$ cat config.mk
export PLATFORM = sky130hd
export DESIGN_NAME = e2q_cell
export DESIGN_NICKNAME = d
export VERILOG_FILES = /design/src/rtl/e2q_pkg.sv /design/src/rtl/e2q_cell.sv
export SDC_FILE = /design/constraint.sdc
export NUM_CORES = 1
export LEC_CHECK = 0
export BUFFER_PORTS_ARGS = -buffer_cell sky130_fd_sc_hd__clkbuf_2
export CAP_MARGIN = 40
export CORE_UTILIZATION = 35
export DETAILED_ROUTE_END_ITERATION = 10
export GPL_TIMING_DRIVEN = 0
export PLACE_DENSITY = 0.53
export SKIP_LAST_GASP = 1
export SYNTH_ARGS = -nofsm -noshare
export SYNTH_HDL_FRONTEND = slang
export SYNTH_SLANG_ARGS = --single-unit
export TNS_END_PERCENT = 50
$ cat constraint.sdc
create_clock -name clk_i -period 5.95 [get_ports clk_i]
set_input_delay 0.8925 -clock clk_i [delete_from_list [all_inputs] [get_ports clk_i]]
set_output_delay 0.8925 -clock clk_i [all_outputs]
set_load 0.01 [all_outputs]
$ cat src/rtl/e2q_pkg.sv
// Package: types, constants and CORDIC table for the Euler to quaternion block
package e2q_pkg;
  localparam int unsigned AngleWidth    = 17;
  localparam int unsigned AngleFracBits = 7;
  localparam int unsigned QuatWidth     = 16;
  localparam int unsigned TrigWidth     = 33;
  localparam int unsigned PhaseWidth    = 33;
  localparam logic signed [TrigWidth-1:0] CordicGain = 33'sd652032874;

  typedef logic signed [AngleWidth-1:0] angle_t;
  typedef logic signed [QuatWidth-1:0]  quat_t;
  typedef logic signed [TrigWidth-1:0]  trig_t;
  typedef logic signed [PhaseWidth-1:0] phase_t;

  // One CORDIC lane state for one angle
  typedef struct packed {
    trig_t  x;
    trig_t  y;
    phase_t z;
    logic   neg;
  } lane_t;

  typedef struct packed {
    lane_t lx;
    lane_t ly;
    lane_t lz;
  } cell_t;

  typedef struct packed {
    quat_t w;
    quat_t x;
    quat_t y;
    quat_t z;
  } quat_item_t;

  // Arctangent in phase units, 2^32 per turn
  function automatic phase_t atan_phase(input logic [4:0] k);
    phase_t r;
    r = '0;
    case (k)
      5'd0:  r = 33'sd536870912;
      5'd1:  r = 33'sd316933406;
      5'd2:  r = 33'sd167458907;
      5'd3:  r = 33'sd85004756;
      5'd4:  r = 33'sd42667331;
      5'd5:  r = 33'sd21354465;
      5'd6:  r = 33'sd10679838;
      5'd7:  r = 33'sd5340245;
      5'd8:  r = 33'sd2670163;
      5'd9:  r = 33'sd1335087;
      5'd10: r = 33'sd667544;
      5'd11: r = 33'sd333772;
      5'd12: r = 33'sd166886;
      5'd13: r = 33'sd83443;
      5'd14: r = 33'sd41722;
      5'd15: r = 33'sd20861;
      5'd16: r = 33'sd10430;
      5'd17: r = 33'sd5215;
      5'd18: r = 33'sd2608;
      5'd19: r = 33'sd1304;
      5'd20: r = 33'sd652;
      5'd21: r = 33'sd326;
      5'd22: r = 33'sd163;
      5'd23: r = 33'sd81;
      5'd24: r = 33'sd41;
      5'd25: r = 33'sd20;
      5'd26: r = 33'sd10;
      5'd27: r = 33'sd5;
      5'd28: r = 33'sd3;
      5'd29: r = 33'sd1;
      5'd30: r = 33'sd1;
      default: r = '0;
    endcase
    return r;
  endfunction

  // One CORDIC micro-rotation
  function automatic lane_t rotate(input lane_t a, input logic [4:0] k);
    lane_t r;
    trig_t dx;
    trig_t dy;
    dx = a.y >>> k;
    dy = a.x >>> k;
    r  = a;
    if (!a.z[PhaseWidth-1]) begin
      r.x = a.x - dx;
      r.y = a.y + dy;
      r.z = a.z - atan_phase(k);
    end else begin
      r.x = a.x + dx;
      r.y = a.y - dy;
      r.z = a.z + atan_phase(k);
    end
    return r;
  endfunction
endpackage

$ cat src/rtl/e2q_cell.sv
// One CORDIC cell: a micro-rotation on all three lanes, registered
module e2q_cell #(
  parameter int unsigned Step = 0
) (
  input  logic           clk_i,
  input  logic           en_i,
  input  e2q_pkg::cell_t cell_i,
  output e2q_pkg::cell_t cell_o
);
  localparam logic [4:0] K = 5'(Step % 32);
  e2q_pkg::cell_t cell_d, cell_q;

  always_comb begin
    cell_d.lx = e2q_pkg::rotate(cell_i.lx, K);
    cell_d.ly = e2q_pkg::rotate(cell_i.ly, K);
    cell_d.lz = e2q_pkg::rotate(cell_i.lz, K);
  end

  always_ff @(posedge clk_i) begin
    if (en_i) cell_q <= cell_d;
  end
  assign cell_o = cell_q;
endmodule

==> results.md <==
- Crit. Startpoint: cell_i[134]
- CTS tree: yes
- Num rows: 97
- H-tree levels: 2
- Setup Fix Bufs, Post-CTS: 0
- Post-synth cell types: 84
- Sequential fraction of the synthesis area: ~35%
- Tmin final: approximately 4.3 ns
- Synth Register Bits: roughly 300
- Pins Over Slew Limit: 0
- Post-Synthesis Cells: roughly 2800
- Via density: approximately 5.3
- Status: finished, final reports clean
- Final net count: approximately 4100
- Main synth FF type: edfxtp_1
- Worst setup EP type: register
- Fin. Hold Viols: 0
- # DRC: 0
- Mapped Nets: roughly 3400
- Post-CTS Resized: 0
- Clock Tree Buf Depth: 3
- P&R area growth vs syn: 22.0%
- IO Count: between 600 and 700
- Worst path max stage delay: roughly 0.60 ns
- Rel. slew slack: between 30% and 40%
- Routed wire length: ~95000 µm
- Final hold slack: about 0.5 ns
- Placer Congestion: roughly 0.95
- Max-Cap Viols: 0
- Commonest non-fill, non-tap cell in the layout: clkbuf_2
- CP endpoint: cell_o[164]$_DFFE_PP_
- HP Class: input pin to register
- DR pass1 iterations: 6
- CP top delay family: compound AO/OA/AOI/OAI gates
- Sink Count: ~300
- Hold buffers post-CTS: 0
- CTS clk-pin slew, worst paths: approximately 0.06 ns
- YS warnings: 0
- DR WL/cell: 21.4 µm
- Async set-reset flop share out of synthesis: 0%
- IO buf count: ~600
- Worst Path Arrival: 4.58 ns
- Starting Density: between 30% and 40%
- Setup CP Type: input pin to register
- Worst IR drop on VDD: ~0.28 mV
- Final setup violation count: 0
- Number of flops mapped to enable cells by yosys: 297
- Fraction of layout cells with a size suffix above 1: about a fifth
- Post-route ant nets: 0
- LEAKAGE: roughly 14 nW
- Via count: 23700
- Critical path required time: slightly above 6 ns
- RSZ-0062 raised after global routing: false
- Worst Path Buf+Inv: 1
- Die Span Y: approximately 270 µm
- Core Util, Final: between 40% and 50%
- Initial antenna violation count: 14
- Die Wd: 270 µm
- Crit path launch type: input pin
- Syn avg cell area: 8.95 µm²
- Grt total ovfl: 0
- Dpl hpwl: 77000 µm
- Root Driver: clkbuf_16
- Most frequent cells in the layout: clkbuf_2, a21oi_1, inv_1, edfxtp_1, ha_1
- Critical path, cell by cell: clkbuf_2, ha_1, fa_1, nor2b_1, o21ai_0, a31oi_1, a311oi_2, a221oi_1, o21ai_1, o31a_1, o31ai_1, a21bo_2, xnor2_1
- Die footprint: 0.0729 mm²
- GRT Util Overall: 24.8%
- Vias in the first global route: 23000
- Pwr Density: between 200 and 300 mW/mm²
- Period Utilization, post-route: between 70% and 80%
- Fmax: 0.233 GHz
- Stages on worst setup path: 13
- CP max stage cell: a311oi_2
- Floorplan core area: 0.0705 mm²
- Mapped cell area: around 0.025 mm²
- Largest net degree at the start of global routing: 108
- First DRT Iteration DRCs: between 2000 and 2500
- First-pass GRT wire length: around 140000 µm
- Largest register FFs: 297
- Least-Margin Pin Slew: 0.947 ns
- TritonCTS buffer count: 38
- Crit Path Max Fanout: 6
area by class of cell:
cell class,count,area [µm²]
diodes,11,27.5
plain buffers,127,518
clock buffers,42,966
clock inverters,26,239
fillers,7182,39800
inverters,308,1160
multi-input cells,2078,14600
flip-flops and latches,297,8920
well taps,940,1180
repair buffers,605,3110
synth_stat cells, types with 39 or more instances:
master      n  area (µm²)
ha_1      294        3680
nor3_1     54         270
xnor2_1   177        1550
nor2_1    259         972
a21o_1     73         548
nand2_1   131         492
a21oi_1   357        1790
o21bai_1   56         420
nand3_1    39         195
inv_1     297        1110
o21ai_0   165         826
edfxtp_1  297        8920
clkbuf_1   83         312
metal layers:
| metal | part of all wire [%] | vias up | global-route usage (%) |
|---|---|---|---|
| li1 | - | 11300 | - |
| met1 | 42 | 11200 | 31.5 |
| met2 | 47 | 1009 | 41.5 |
| met3 | 7.7 | 159 | 5.04 |
| met4 | 3.0 | 8 | 8.75 |
| met5 | 0.051 | - | 0 |
stage by stage:
stage,instance area [µm²],worst slack (ns),std cells,TNS (ns),total power [mW]
finish,30700,1.66,4434,0,7.68
global route,30700,1.53,4433,0,8.04
CTS,30700,1.76,4423,0,7.73
detailed placement,29400,1.19,4355,0,5.40
global placement,29300,-1.18,4349,-330.64,5.43
floorplan,25200,2.23,2810,0,4.34
how the worst min path moves through the flow:
stage,to,start,cells past startpoint,slack [ns]
global route,cell_o[213]$_DFFE_PP_,cell_i[213],1,0.48
detailed placement,cell_o[28]$_DFFE_PP_,cell_i[28],1,1.07
finish,cell_o[100]$_DFFE_PP_,cell_i[100],1,0.51
global placement,cell_o[126]$_DFFE_PP_,cell_i[126],1,1.07
CTS,cell_o[206]$_DFFE_PP_,cell_i[206],1,0.47
floorplan,cell_o[0]$_DFFE_PP_,cell_i[0],0,0.99
where the power goes:
group          internal, mW  switching [mW]  leakage (nW)
sequential             2.70          0.0934          2.91
clock                  1.31           0.972         0.592
combinational         0.948            1.65          10.3
cell families (layout without fill, tap and decap cells):
kind of cell	Yosys count	after routing	share of synthesized area, %
AND/OR/NAND/NOR	639	639	11.7
other	0	11	0
adder cells (fa/ha/maj)	306	306	15.6
flip-flops	297	297	35.5
buffers and inverters	435	1108	6.67
AO/OA/AOI/OAI	910	910	22.7
XOR/XNOR	190	190	6.62
multiplexers	33	33	1.31
Power figures use the tool's default switching activity.
